`src/design/tfsp_pkg.sv`:
```
// Shared types and constants of the target follow speed planner.
`default_nettype none
package tfsp_pkg;

  // Age beyond which a sensor sample counts as stale, in milliseconds.
  localparam int unsigned STALE_LIMIT_MS = 300;

  // Hold-decay factor 0.85 in Q0.8.
  localparam int unsigned HOLD_DECAY_Q8 = 218;

  // Quotient bits of the deadband ratio divide.
  localparam int unsigned DIV_STEPS = 24;

  // Mode codes as reported on the result.
  localparam logic [1:0] MODE_STOP  = 2'd0;
  localparam logic [1:0] MODE_TRACK = 2'd1;
  localparam logic [1:0] MODE_HOLD  = 2'd2;

  // Operations of the shared arithmetic unit.
  localparam logic OP_MUL = 1'b0;
  localparam logic OP_DIV = 1'b1;

  typedef struct packed {
    logic [15:0]        desired;
    logic [15:0]        min_safe;
    logic [11:0]        deadband;
    logic [11:0]        gain;
    logic [11:0]        fwd_max;
    logic signed [12:0] rev_max;
    logic [15:0]        accel;
    logic [15:0]        hold_time;
  } cfg_t;

  typedef struct packed {
    logic               start;
    logic               op;
    logic signed [17:0] mul_a;
    logic signed [17:0] mul_b;
    logic [23:0]        div_num;
    logic [11:0]        div_den;
  } alu_req_t;

  typedef struct packed {
    logic               done;
    logic signed [35:0] product;
    logic [23:0]        quotient;
  } alu_rsp_t;

endpackage
`default_nettype wire

```
`src/design/tfsp_regs.sv`:
```
// Configuration register file behind the APB-style port.
`default_nettype none
module tfsp_regs (
  input  logic          clk,
  input  logic          rst,
  input  logic          psel,
  input  logic          penable,
  input  logic          pwrite,
  input  logic [4:0]    paddr,
  input  logic [31:0]   pwdata,
  output logic [31:0]   prdata,
  output tfsp_pkg::cfg_t cfg
);
  import tfsp_pkg::*;

  localparam logic [2:0] REG_DESIRED  = 3'd0;
  localparam logic [2:0] REG_MIN_SAFE = 3'd1;
  localparam logic [2:0] REG_DEADBAND = 3'd2;
  localparam logic [2:0] REG_GAIN     = 3'd3;
  localparam logic [2:0] REG_FWD_MAX  = 3'd4;
  localparam logic [2:0] REG_REV_MAX  = 3'd5;
  localparam logic [2:0] REG_ACCEL    = 3'd6;
  localparam logic [2:0] REG_HOLD     = 3'd7;

  logic       wr_en;
  logic [2:0] reg_index;

  assign wr_en     = psel && penable && pwrite;
  assign reg_index = paddr[4:2];

  always_ff @(posedge clk) begin
    if (rst) begin
      cfg.desired   <= 16'd700;
      cfg.min_safe  <= 16'd150;
      cfg.deadband  <= 12'd20;
      cfg.gain      <= 12'd256;
      cfg.fwd_max   <= 12'd500;
      cfg.rev_max   <= -13'sd600;
      cfg.accel     <= 16'd333;
      cfg.hold_time <= 16'd400;
    end else if (wr_en) begin
      unique case (reg_index)
        REG_DESIRED:  cfg.desired   <= pwdata[15:0];
        REG_MIN_SAFE: cfg.min_safe  <= pwdata[15:0];
        REG_DEADBAND: cfg.deadband  <= pwdata[11:0];
        REG_GAIN:     cfg.gain      <= pwdata[11:0];
        REG_FWD_MAX:  cfg.fwd_max   <= pwdata[11:0];
        REG_REV_MAX:  cfg.rev_max   <= $signed(pwdata[12:0]);
        REG_ACCEL:    cfg.accel     <= pwdata[15:0];
        REG_HOLD:     cfg.hold_time <= pwdata[15:0];
        default:      ;
      endcase
    end
  end

  always_comb begin
    unique case (reg_index)
      REG_DESIRED:  prdata = {16'd0, cfg.desired};
      REG_MIN_SAFE: prdata = {16'd0, cfg.min_safe};
      REG_DEADBAND: prdata = {20'd0, cfg.deadband};
      REG_GAIN:     prdata = {20'd0, cfg.gain};
      REG_FWD_MAX:  prdata = {20'd0, cfg.fwd_max};
      REG_REV_MAX:  prdata = 32'(cfg.rev_max);
      REG_ACCEL:    prdata = {16'd0, cfg.accel};
      REG_HOLD:     prdata = {16'd0, cfg.hold_time};
      default:      prdata = 32'd0;
    endcase
  end

endmodule
`default_nettype wire

```
`src/design/tfsp_alu.sv`:
```
// Shared arithmetic unit: a registered signed multiply and a bit-serial unsigned divide.
`default_nettype none
module tfsp_alu (
  input  logic               clk,
  input  logic               rst,
  input  tfsp_pkg::alu_req_t req,
  output tfsp_pkg::alu_rsp_t rsp
);
  import tfsp_pkg::*;

  logic               busy;
  logic               done;
  logic [4:0]         count;
  logic signed [35:0] product;
  logic [23:0]        quot;
  logic [11:0]        rem;
  logic [11:0]        den;

  logic [12:0] rem_shift;
  logic [13:0] trial;
  logic        q_bit;
  logic [11:0] rem_next;

  // Restoring division: the dividend shifts out of the top of quot while
  // quotient bits shift in at the bottom.
  assign rem_shift = {rem, quot[23]};
  assign trial     = {1'b0, rem_shift} - {2'b00, den};
  assign q_bit     = !trial[13];
  assign rem_next  = q_bit ? trial[11:0] : rem_shift[11:0];

  always_ff @(posedge clk) begin
    if (rst) begin
      busy  <= 1'b0;
      done  <= 1'b0;
      count <= 5'd0;
    end else begin
      done <= 1'b0;
      if (req.start) begin
        if (req.op == OP_MUL) begin
          done <= 1'b1;
        end else begin
          busy  <= 1'b1;
          count <= 5'd0;
        end
      end else if (busy) begin
        if (count == 5'(DIV_STEPS - 1)) begin
          busy <= 1'b0;
          done <= 1'b1;
        end else begin
          count <= count + 5'd1;
        end
      end
    end
  end

  always_ff @(posedge clk) begin
    if (req.start) begin
      if (req.op == OP_MUL) begin
        product <= req.mul_a * req.mul_b;
      end else begin
        quot <= req.div_num;
        rem  <= 12'd0;
        den  <= req.div_den;
      end
    end else if (busy) begin
      quot <= {quot[22:0], q_bit};
      rem  <= rem_next;
    end
  end

  assign rsp.done     = done;
  assign rsp.product  = product;
  assign rsp.quotient = quot;

  a_start_idle: assert property (@(posedge clk) disable iff (rst)
    req.start |-> !busy)
    else $error("arithmetic unit started while a divide is running");

  a_mul_one_cycle: assert property (@(posedge clk) disable iff (rst)
    (req.start && req.op == OP_MUL) |=> rsp.done)
    else $error("multiply did not finish in one cycle");

  a_den_nonzero: assert property (@(posedge clk) disable iff (rst)
    busy |-> (den != 12'd0))
    else $error("divide running with a zero divisor");

endmodule
`default_nettype wire

```
`src/design/target_follow_speed_planner.sv`:
```
// Top level of the target follow speed planner: sequencer around the shared arithmetic unit.
// Items are taken one at a time: in_ready is high only while idle, and the deadband
// path adds the 24-step bit-serial divide in the shared unit after its multiply.
// A finished result waits in the output register while the next item is taken.
// Synchronous active-high reset: stop mode, zero speed, last-seen time zero, defaults.
`default_nettype none
module target_follow_speed_planner #(
  parameter int unsigned STALE_LIMIT = tfsp_pkg::STALE_LIMIT_MS
) (
  input  logic               clk,
  input  logic               rst,
  input  logic               psel,
  input  logic               penable,
  input  logic               pwrite,
  input  logic [4:0]         paddr,
  input  logic [31:0]        pwdata,
  output logic [31:0]        prdata,
  output logic               pready,
  input  logic               in_valid,
  output logic               in_ready,
  input  logic               target_present,
  input  logic [31:0]        sample_time_ms,
  input  logic [15:0]        front_distance_mm,
  input  logic [31:0]        now_time_ms,
  input  logic [9:0]         tick_ms,
  output logic               out_valid,
  input  logic               out_ready,
  output logic signed [12:0] speed_mm_s,
  output logic [1:0]         mode
);
  import tfsp_pkg::*;

  localparam logic [2:0] ST_IDLE      = 3'd0;
  localparam logic [2:0] ST_EVAL      = 3'd1;
  localparam logic [2:0] ST_RAW_WAIT  = 3'd2;
  localparam logic [2:0] ST_DIV_WAIT  = 3'd3;
  localparam logic [2:0] ST_SLEW_WAIT = 3'd4;
  localparam logic [2:0] ST_DONE      = 3'd5;

  localparam logic [2:0] PATH_STOP  = 3'd0;
  localparam logic [2:0] PATH_BACK  = 3'd1;
  localparam logic [2:0] PATH_DEAD  = 3'd2;
  localparam logic [2:0] PATH_DEAD0 = 3'd3;
  localparam logic [2:0] PATH_PROP  = 3'd4;
  localparam logic [2:0] PATH_HOLD  = 3'd5;

  cfg_t     cfg;
  alu_req_t req;
  alu_rsp_t rsp;

  logic [2:0]         state;
  logic [2:0]         path;
  logic [1:0]         mode_reg;
  logic [31:0]        last_seen_time;
  logic signed [12:0] previous_speed;
  logic               has_r;
  logic [31:0]        stamp_r;
  logic [15:0]        dist_r;
  logic [31:0]        now_r;
  logic [9:0]         dt_r;
  logic signed [13:0] v_raw;
  logic               dead_neg;
  logic signed [12:0] slew_r;

  tfsp_regs u_regs (
    .clk     (clk),
    .rst     (rst),
    .psel    (psel),
    .penable (penable),
    .pwrite  (pwrite),
    .paddr   (paddr),
    .pwdata  (pwdata),
    .prdata  (prdata),
    .cfg     (cfg)
  );

  tfsp_alu u_alu (
    .clk (clk),
    .rst (rst),
    .req (req),
    .rsp (rsp)
  );

  assign pready   = 1'b1;
  assign in_ready = (state == ST_IDLE);

  // Freshness and mode decision.
  logic        stale;
  logic        seen;
  logic [1:0]  mode_new;
  logic [31:0] sample_age;
  logic [31:0] unseen_time;

  assign sample_age  = now_r - stamp_r;
  assign unseen_time = now_r - last_seen_time;
  assign stale = (stamp_r == 32'd0) ||
                 ((now_r > stamp_r) && (sample_age > 32'(STALE_LIMIT)));
  assign seen  = has_r && !stale;

  always_comb begin
    unique case (mode_reg)
      MODE_TRACK: mode_new = seen ? MODE_TRACK : MODE_HOLD;
      MODE_HOLD: begin
        if (seen) begin
          mode_new = MODE_TRACK;
        end else if (unseen_time > {16'd0, cfg.hold_time}) begin
          mode_new = MODE_STOP;
        end else begin
          mode_new = MODE_HOLD;
        end
      end
      default: mode_new = seen ? MODE_TRACK : MODE_STOP;
    endcase
  end

  // Path selection for the raw command.
  logic signed [16:0] err;
  logic [15:0]        aerr;
  logic signed [16:0] back_diff;
  logic [2:0]         path_new;

  assign err       = $signed({1'b0, dist_r}) - $signed({1'b0, cfg.desired});
  assign aerr      = err[16] ? 16'(-err) : err[15:0];
  assign back_diff = $signed({1'b0, cfg.min_safe}) - $signed({1'b0, dist_r});

  always_comb begin
    if (mode_new == MODE_TRACK) begin
      if (dist_r <= cfg.min_safe) begin
        path_new = PATH_BACK;
      end else if (aerr <= {4'd0, cfg.deadband}) begin
        path_new = (cfg.deadband == 12'd0) ? PATH_DEAD0 : PATH_DEAD;
      end else begin
        path_new = PATH_PROP;
      end
    end else if (mode_new == MODE_HOLD) begin
      path_new = PATH_HOLD;
    end else begin
      path_new = PATH_STOP;
    end
  end

  // Raw command from the product, truncated toward zero after the Q8 shift.
  logic               prod_neg;
  logic [35:0]        prod_mag;
  logic [27:0]        prod_q8;
  logic signed [28:0] tq;
  logic signed [28:0] rev_ext;
  logic signed [28:0] fwd_ext;
  logic signed [28:0] prop_min;
  logic signed [28:0] back_v;
  logic signed [28:0] raw_sel;

  assign prod_neg = rsp.product[35];
  assign prod_mag = prod_neg ? 36'(-rsp.product) : rsp.product;
  assign prod_q8  = prod_mag[35:8];
  assign tq       = prod_neg ? -$signed({1'b0, prod_q8}) : $signed({1'b0, prod_q8});
  assign rev_ext  = 29'(cfg.rev_max);
  assign fwd_ext  = $signed({17'd0, cfg.fwd_max});
  assign prop_min = (tq < fwd_ext) ? tq : fwd_ext;
  assign back_v   = -$signed({1'b0, prod_q8});

  always_comb begin
    case (path)
      PATH_BACK: raw_sel = (back_v > rev_ext) ? back_v : rev_ext;
      PATH_PROP: raw_sel = (prop_min > rev_ext) ? prop_min : rev_ext;
      PATH_HOLD: raw_sel = tq;
      default:   raw_sel = 29'sd0;
    endcase
  end

  // Slew limit against the previous command.
  logic [17:0]        maxdv;
  logic signed [19:0] prev_ext;
  logic signed [19:0] v_ext;
  logic signed [19:0] dv;
  logic signed [19:0] maxdv_ext;
  logic signed [19:0] slewed;
  logic signed [12:0] slew_next;

  assign maxdv     = rsp.product[25:8];
  assign prev_ext  = 20'(previous_speed);
  assign v_ext     = 20'(v_raw);
  assign dv        = v_ext - prev_ext;
  assign maxdv_ext = $signed({2'b00, maxdv});

  always_comb begin
    if (dt_r == 10'd0) begin
      slewed = prev_ext;
    end else if (dv > maxdv_ext) begin
      slewed = prev_ext + maxdv_ext;
    end else if (dv < -maxdv_ext) begin
      slewed = prev_ext - maxdv_ext;
    end else begin
      slewed = v_ext;
    end
    if (slewed > 20'sd4095) begin
      slew_next = 13'sd4095;
    end else if (slewed < -20'sd4096) begin
      slew_next = -13'sd4096;
    end else begin
      slew_next = slewed[12:0];
    end
  end

  // Requests to the shared unit.
  always_comb begin
    req.start   = 1'b0;
    req.op      = OP_MUL;
    req.mul_a   = 18'sd0;
    req.mul_b   = 18'sd0;
    req.div_num = prod_mag[23:0];
    req.div_den = cfg.deadband;
    unique case (state) inside
      ST_EVAL: begin
        req.start = 1'b1;
        case (path_new)
          PATH_BACK: begin
            req.mul_a = $signed({6'd0, cfg.gain});
            req.mul_b = 18'(back_diff);
          end
          PATH_PROP: begin
            req.mul_a = $signed({6'd0, cfg.gain});
            req.mul_b = 18'(err);
          end
          PATH_DEAD: begin
            req.mul_a = 18'(previous_speed);
            req.mul_b = $signed({2'b00, aerr});
          end
          PATH_HOLD: begin
            req.mul_a = 18'(previous_speed);
            req.mul_b = 18'(HOLD_DECAY_Q8);
          end
          default: ;
        endcase
      end
      ST_RAW_WAIT, ST_DIV_WAIT: begin
        req.start = rsp.done;
        if (state == ST_RAW_WAIT && path == PATH_DEAD) begin
          req.op = OP_DIV;
        end else begin
          req.mul_a = $signed({2'b00, cfg.accel});
          req.mul_b = $signed({8'd0, dt_r});
        end
      end
      default: ;
    endcase
  end

  // Sequencer and control state.
  always_ff @(posedge clk) begin
    if (rst) begin
      state          <= ST_IDLE;
      mode_reg       <= MODE_STOP;
      last_seen_time <= 32'd0;
      previous_speed <= 13'sd0;
      out_valid      <= 1'b0;
    end else begin
      if (out_valid && out_ready && state != ST_DONE) begin
        out_valid <= 1'b0;
      end
      unique case (state)
        ST_IDLE: begin
          if (in_valid) begin
            state <= ST_EVAL;
          end
        end
        ST_EVAL: begin
          mode_reg <= mode_new;
          if (seen) begin
            last_seen_time <= now_r;
          end
          state <= ST_RAW_WAIT;
        end
        ST_RAW_WAIT: begin
          if (rsp.done) begin
            state <= (path == PATH_DEAD) ? ST_DIV_WAIT : ST_SLEW_WAIT;
          end
        end
        ST_DIV_WAIT: begin
          if (rsp.done) begin
            state <= ST_SLEW_WAIT;
          end
        end
        ST_SLEW_WAIT: begin
          if (rsp.done) begin
            state <= ST_DONE;
          end
        end
        ST_DONE: begin
          if (!out_valid || out_ready) begin
            out_valid      <= 1'b1;
            previous_speed <= slew_r;
            state          <= ST_IDLE;
          end
        end
        default: state <= ST_IDLE;
      endcase
    end
  end

  // Payload registers.
  always_ff @(posedge clk) begin
    if (state == ST_IDLE && in_valid) begin
      has_r   <= target_present;
      stamp_r <= sample_time_ms;
      dist_r  <= front_distance_mm;
      now_r   <= now_time_ms;
      dt_r    <= tick_ms;
    end
    if (state == ST_EVAL) begin
      path <= path_new;
    end
    if (state == ST_RAW_WAIT && rsp.done) begin
      v_raw    <= raw_sel[13:0];
      dead_neg <= prod_neg;
    end
    if (state == ST_DIV_WAIT && rsp.done) begin
      v_raw <= dead_neg ? -$signed(rsp.quotient[13:0]) : $signed(rsp.quotient[13:0]);
    end
    if (state == ST_SLEW_WAIT && rsp.done) begin
      slew_r <= slew_next;
    end
    if (state == ST_DONE && (!out_valid || out_ready)) begin
      speed_mm_s <= slew_r;
      mode       <= mode_reg;
    end
  end

  a_accept_eval: assert property (@(posedge clk) disable iff (rst)
    (in_valid && in_ready) |=> (state == ST_EVAL))
    else $error("accepted item did not start evaluation");

  a_out_matches_prev: assert property (@(posedge clk) disable iff (rst)
    out_valid |-> (speed_mm_s == previous_speed))
    else $error("pending result differs from the stored speed");

  a_div_only_deadband: assert property (@(posedge clk) disable iff (rst)
    (state == ST_DIV_WAIT) |-> (path == PATH_DEAD))
    else $error("divide wait entered outside the deadband path");

endmodule
`default_nettype wire

```
`config.mk`:
```
export PLATFORM = sky130hd
export DESIGN_NAME = target_follow_speed_planner
export DESIGN_NICKNAME = d
export VERILOG_FILES = /design/src/design/tfsp_pkg.sv /design/src/design/tfsp_regs.sv /design/src/design/tfsp_alu.sv /design/src/design/target_follow_speed_planner.sv
export SDC_FILE = /design/constraint.sdc
export NUM_CORES = 2
export LEC_CHECK = 0
export BUFFER_PORTS_ARGS = -buffer_cell sky130_fd_sc_hd__buf_2
export CORE_UTILIZATION = 43
export CTS_BUF_LIST = sky130_fd_sc_hd__clkbuf_8
export DETAILED_ROUTE_END_ITERATION = 7
export HOLD_SLACK_MARGIN = 0.1
export PLACE_DENSITY = 0.68
export SLEW_MARGIN = 5
export SYNTH_ARGS = -nofsm -noshare
export SYNTH_HDL_FRONTEND = slang
export SYNTH_SLANG_ARGS = --single-unit
```
`constraint.sdc`:
```
create_clock -name clk -period 9.5 [get_ports clk]
set_input_delay 0.95 -clock clk [delete_from_list [all_inputs] [get_ports clk]]
set_output_delay 0.95 -clock clk [all_outputs]
set_load 0.05 [all_outputs]
```
# Word level (Yosys, flattened, before mapping)
# Index checks and enable logic that the tools add are counted.
# W data, S select, Z words.
dict set report totals {
  ff_bits 392
  inputBits 135
  out_inout_bits 50
  wordCells 192
}
dict set report classes {
  add_sub_neg 14
  n_mul 1
  n_lt_le_gt_ge 12
  n_eq_ne 33
  n_mux 60
  n_bitwise 1
  reduce_logical 40
}
# operator count
set op_table {}
lappend op_table {{$pmux W32 S8} 1}
lappend op_table {{$pmux W36 S4} 1}
lappend op_table {{$mux W24} 3}
lappend op_table {{$pmux W36 S2} 1}
lappend op_table {{$mux W14} 5}
lappend op_table {{$sub A32 B32 Y32} 2}
lappend op_table {{$mux W20} 3}
lappend op_table {{$gt A29 B13 Y1} 2}
lappend op_table {{$mux W29} 2}
lappend op_table {{$mux W12} 4}
lappend op_table {{$pmux W14 S3} 1}
lappend op_table {{$mul A18 B18 Y36} 1}
lappend op_table {{$mux W36} 1}
lappend op_table {{$neg A36 Y36} 1}
lappend op_table {{$mux W34} 1}
lappend op_table {{$sub A16 B16 Y17} 2}
lappend op_table {{$gt A32 B16 Y1} 1}
lappend op_table {{$gt A32 B32 Y1} 1}
lappend op_table {{$gt A32 B9 Y1 const B} 1}
lappend op_table {{$logic_not A32 Y1} 1}
lappend op_table {{$eq A3 B3 Y1 const B} 10}
lappend op_table {{$mux W3} 10}
lappend op_table {{$lt A29 B13 Y1} 1}
lappend op_table {{$neg A28 Y29} 1}
lappend op_table {{other kinds (42)} 104}

# Longest topological paths before layout
dict set report depth {
  word_depth 15
  mapped_depth 50
  depth_no_buf 47
}

# Cells and area by module
# From an unflattened synthesis, not the netlist that was laid out.
dict set report unflattened {
  cells_unflattened 5242
  hier_area_um2 44292.5
}
# module instances cells_per_inst area_each_um2 seq_area_each_um2
set by_module_without_submodules {}
lappend by_module_without_submodules {target_follow_speed_planner 1 2932 22933.2 5134.9}
lappend by_module_without_submodules {tfsp_alu 1 1644 16140.5 2662.6}
lappend by_module_without_submodules {tfsp_regs 1 666 5218.8 2262.2}

# Least setup slack after synthesis
# Ideal clock, no wire load.
dict set report synth_path {
  path_type {register -> register}
  startpoint {register now_r[0]}
  endpoint {register u_alu.product[33], data pin}
  setup_ns 0.258
  t_arrival_ns 10.169
  t_required_ns 9.242
  path_slack_ns -0.927
  path_stages_with_launch 44
  n_path_buf 1
  synth_period_minus_slack_ns 10.427
  cell_sequence {edfxtp_1 -> inv_1 -> ha_1 -> inv_1 -> fa_1 -> a211oi_1 -> o211ai_1 -> a2111oi_0 -> nor3_1 -> xor2_1 -> ha_1 -> nand3_1 -> or4_1 -> nor3_1 -> a31oi_1 -> nor4b_1 -> nand4_1 -> nor4_1 -> [8 not listed] -> ha_1 -> inv_1 -> fa_1 -> inv_1 -> fa_1 -> inv_1 -> fa_1 -> inv_1 -> ha_1 -> nand2_1 -> nor2_1 -> a21oi_1 -> inv_1 -> a211o_1 -> a41oi_1 -> o21ai_0 -> a21oi_1 -> xnor2_1}
}
dict set report synth_between {
  elab_chain_len 15
  word_cells_on_any_way 25
  cone_classes {add/sub (2); mul (1); order compare (3); eq/ne (6); mux (9); reduce/logical (4)}
}
# item line
set synth_lines {}
lappend synth_lines {{start: declaration} target_follow_speed_planner.sv:59} ;# logic [31:0] now_r;
lappend synth_lines {{start signal: assignment} target_follow_speed_planner.sv:307} ;# now_r <= now_time_ms;
lappend synth_lines {{$sub A32 B32 Y32} target_follow_speed_planner.sv:94} ;# assign sample_age = now_r - stamp_r;
lappend synth_lines {{$gt A32 B9 Y1} target_follow_speed_planner.sv:97} ;# ((now_r > stamp_r) && (sample_age > 32'(STALE_LIMIT)));
lappend synth_lines {{$logic_and A1 B1 Y1} target_follow_speed_planner.sv:97}
lappend synth_lines {{$logic_or A1 B1 Y1} target_follow_speed_planner.sv:96} ;# assign stale = (stamp_r == 32'd0) ||
lappend synth_lines {{$logic_not A1 Y1} target_follow_speed_planner.sv:98} ;# assign seen = has_r && !stale;
lappend synth_lines {{$logic_and A1 B1 Y1} target_follow_speed_planner.sv:98}
lappend synth_lines {{$mux W1, or another cell as far along} target_follow_speed_planner.sv:112} ;# default: mode_new = seen ? MODE_TRACK : MODE_STOP;
lappend synth_lines {{$pmux W2 S2 (*)} target_follow_speed_planner.sv:101} ;# unique case (mode_reg)
lappend synth_lines {{$eq A2 B2 Y1} target_follow_speed_planner.sv:135} ;# end else if (mode_new == MODE_HOLD) begin
lappend synth_lines {{$mux W3} target_follow_speed_planner.sv:135}
lappend synth_lines {{$mux W3 (*)} target_follow_speed_planner.sv:127} ;# if (mode_new == MODE_TRACK) begin
lappend synth_lines {{$eq A3 B3 Y1, or another cell as far along} target_follow_speed_planner.sv:216} ;# case (path_new)
lappend synth_lines {{$pmux W36 S4 (*)} target_follow_speed_planner.sv:216}
lappend synth_lines {{$pmux W36 S2 (*)} target_follow_speed_planner.sv:213} ;# unique case (state) inside
lappend synth_lines {{$mul A18 B18 Y36 (*)} tfsp_alu.sv:59} ;# product <= req.mul_a * req.mul_b;
lappend synth_lines {{end signal: assignment} tfsp_alu.sv:59}
lappend synth_lines {{end: declaration} tfsp_alu.sv:14} ;# logic signed [35:0] product;
# Mark *: on every way between the ends. The rest lies on a longest branch, timed or not.
# A chain may end at the register's enable or synchronous reset.

# Worst setup path in the final report
dict set report layout_path {
  startpoint {register now_r[0]}
  endpoint {register u_alu.product[31], data pin}
}
# The elaborated chain is that of the path after synthesis.

==> results.cfg <==
[synthesis]
synth_seq_cells = 392
synth_seq_area_share_pct = 23.36
synth_edf_count = 221
synth_area_per_cell_sq_um = 8.481
ys_warn_count = 0
synthCells = 5078
synth_ff_type = edfxtp_1
yosys.cell_types.count = 106
async_reset_ff_share_pct = 0
synth_area_sq_um = 43070

[run_status]
violations = negative setup slack
outcome = finished with violations

[pwr]
ir_drop_uv = 177.6
p_int_mw = 6.254
power_density_nw_per_um2 = 214.2
power.share.clock_pct = 16.8
switching_share_pct = 45.77
p_sw_mw = 5.279
p_total_mw = 11.53
combPwrFrac_pct = 61.9
p_seq_share_pct = 21.3
p_leak_nw = 24.28

[global_route]
grt_max_degree = 100
globalRouteOverflowTotal = 0
grt_pass1_wl_mm = 235.1
grtUsageMet1_pct = 41.58
antenna_found_initial = 7
grt_pass1_vias = 40210
grt_busiest_layer = met2
use_met3_pct = 5.139
grt_usage_pct = 29.93
gr-usage-met2_pct = 45.95

[cells_and_area]
final_cell_area_sq_um = 53860
finalNetCount = 6756
syn2layout_area_growth_pct = 25.05
fin_util_pct = 54.48
largest_reg_flops = 113
drive_gt1_share_pct = 23.02
fill_cells = 8984
largest-register = u_regs.cfg
top_regs = u_regs.cfg x113, u_alu.product x36

[clock_tree]
holdBufCountCts = 0
cts_tree = done
cts_made_buffers = 76
clockBufferDepth = 3
worstSkewPairLatency_ps = 760
cts_sinks = 392
path_clk_slew_ps = 60
h-tree-depth = 3
cts_root_buf = clkbuf_8

[die]
die_x_um = 318.5
top_level_ports = 185
die_h_um = 318.5
core-area_sq_um = 98850
die_area_sq_um = 101400
start_util_pct = 43.57
rows = 115

[sta]
finalSetupViolCount = 25
maxSlewHeadroom_pct = 22.34
min_period_over_period_pct = 114.3
setup_slack_ps = -1356
fin_hold_ws_ps = 358.9
hold_viol = 0
finClkSkew_ps = 57.62
rsz0062_at_grt = true
fmax_ghz = 0.09212
worst_pin_slew_ps = 1156
period_needed_ps = 10860
slew_violations = 0

[critical_path]
end_kind = flip-flop
critPathSlowestCell = fa_2
crit_required_ps = 9980
start_kind = flip-flop
crit_path_frequent_cell = buf_4
crit_path_max_fanout = 6
crit_path_max_incr_delay_ps = 560
worst-path-buf-inv = 13
worst_ep_arrival_time_ps = 11340
crit_type = reg -> reg
crit_family = adder cells

[place]
place_congestion = 1.027
placed_cell_area_sq_um = 50740
portBuffers = 165
dp_worst_setup_slack_ps = -1732
hpwl_mm = 123.9

[route]
drt-total-wl_mm = 154.0
vias = 41280
drt.antenna.violating_nets = 0
drt_iter0_drc = 3909
wl_per_cell_um = 21.21
vias_per_cell = 5.683
route.detailed.drc = 0
first_pass_iters = 6

[min_path]
hp-class = in -> reg

[run]
maxCapViolations = 0
==> cells in the final DEF, fill, tap and decap left out, types with 60 or more instances in the layout <==
| cell | Yosys | layout |
|---|---|---|
| edfxtp_1 | 221 | 221 |
| nand2_1 | 575 | 558 |
| nor2b_1 | 65 | 60 |
| inv_1 | 644 | 637 |
| fa_1 | 327 | 305 |
| nor2_1 | 476 | 452 |
| ha_1 | 393 | 359 |
| dfxtp_1 | 171 | 171 |
| xor2_1 | 72 | 71 |
| xnor2_1 | 140 | 139 |
| nand3_1 | 77 | 75 |
| o21ai_0 | 191 | 181 |
| clkbuf_8 | 0 | 81 |
| a21oi_1 | 368 | 349 |
| nor3_1 | 77 | 71 |
| buf_4 | 18 | 718 |
| buf_2 | 44 | 164 |
| a21o_1 | 86 | 86 |
==> synthesized netlist by cell type (all sizes together) (35+ instances only) <==
cell type	instances	area share, %
ha	393	11
xnor2	140	2.8
a21oi	372	4.4
mux2i	53	1.2
nand2	575	5.0
and2	38	0.55
buf	71	0.99
nor4	41	0.64
dfxtp	171	7.9
nand2b	47	0.68
o31ai	40	0.70
a21o	87	1.5
xor2	72	1.5
nor3	81	0.99
o21ai	219	2.6
clkbuf	143	1.3
inv	644	5.6
nor2	476	4.1
edfxtp	221	15
a211oi	44	0.79
nand4	56	0.81
o21a	49	0.85
a211o	35	0.71
fa	327	15
nand3	77	0.89
nor2b	65	0.94
==> metrics by stage <==
stage / setup TNS [ps] / std cells
after floorplan: -2894 / 5108
after global placement: -27820 / 7053
after detailed placement: -31400 / 7053
after CTS: -18920 / 7223
after global routing: -32020 / 7256
final: -21760 / 7263
==> worst paths after layout <==
| kind | from | cells after the start | end | slack, ps |
|---|---|---|---|---|
| worst max-delay path | now_r[0] | 45 | u_alu.product[31] | -1360 |
| worst min-delay path | sample_time_ms[23] | 1 | stamp_r[23] | 360 |
| worst max register to register | now_r[0] | 45 | u_alu.product[31] | -1360 |
| worst min register to register | slew_r[6] | 0 | speed_mm_s[6] | 450 |
==> what timing repair did <==
item / 4_1_cts / 5_1_grt
endpoints found under the setup margin: 28 / 28
gates cloned: 2 / 3
resized for setup: 85 / 132
pin swaps: 74 / 106
setup buffers: 29 / 28
==> layout make-up <==
class | count | area [sq um] | share of cell area, %
tap | 1287 | 1610 | 2.990
inverter | 645 | 2425 | 4.502
sequential | 392 | 10060 | 18.68
timing repair buffer | 928 | 6887 | 12.79
antenna | 12 | 30.03 | 0.05576
multi-input combinational | 3858 | 31180 | 57.89
clock inverter | 60 | 551.8 | 1.025
clock buffer | 81 | 1115 | 2.070
==> worst register-to-register path, delay by kind of cell, from the launching register on <==
family,cells,cell delay [ps]
adders and majority gates,10,3870
DFF,1,390
AOI/OAI and AO/OA,9,2070
and+or+nand+nor,11,2280
buffers and inverters,13,1650
xor gates and xnor gates,2,320
==> metal layers <==
metal | share of wire, % | wire length, um
met5 | 0 | 0
met4 | 4.4 | 6702
met3 | 8.6 | 13220
met2 | 44 | 67030
met1 | 44 | 67070
==> cells by family after synthesis <==
| logic type | Yosys count | share of synthesized area [%] |
|---|---|---|
| mux | 77 | 1.964 |
| buf+inv | 859 | 7.893 |
| compound gates | 1194 | 18.44 |
| flops | 392 | 23.36 |
| fa+ha+maj | 720 | 26.62 |
| xor+xnor | 212 | 4.311 |
| other cells | 2 | 0.01744 |
| simple gates | 1622 | 17.40 |
==> power by group through the flow <==
stage	Combinational [mW]	Sequential (mW)	Clock, mW
floorplan	4.23	2.29	0
global placement	6.68	2.47	0
finish	7.14	2.46	1.93
detailed placement	6.77	2.47	0
CTS	6.92	2.44	1.96
global route	7.77	2.47	2.03
No activity file was read; power rests on OpenSTA's default activity.
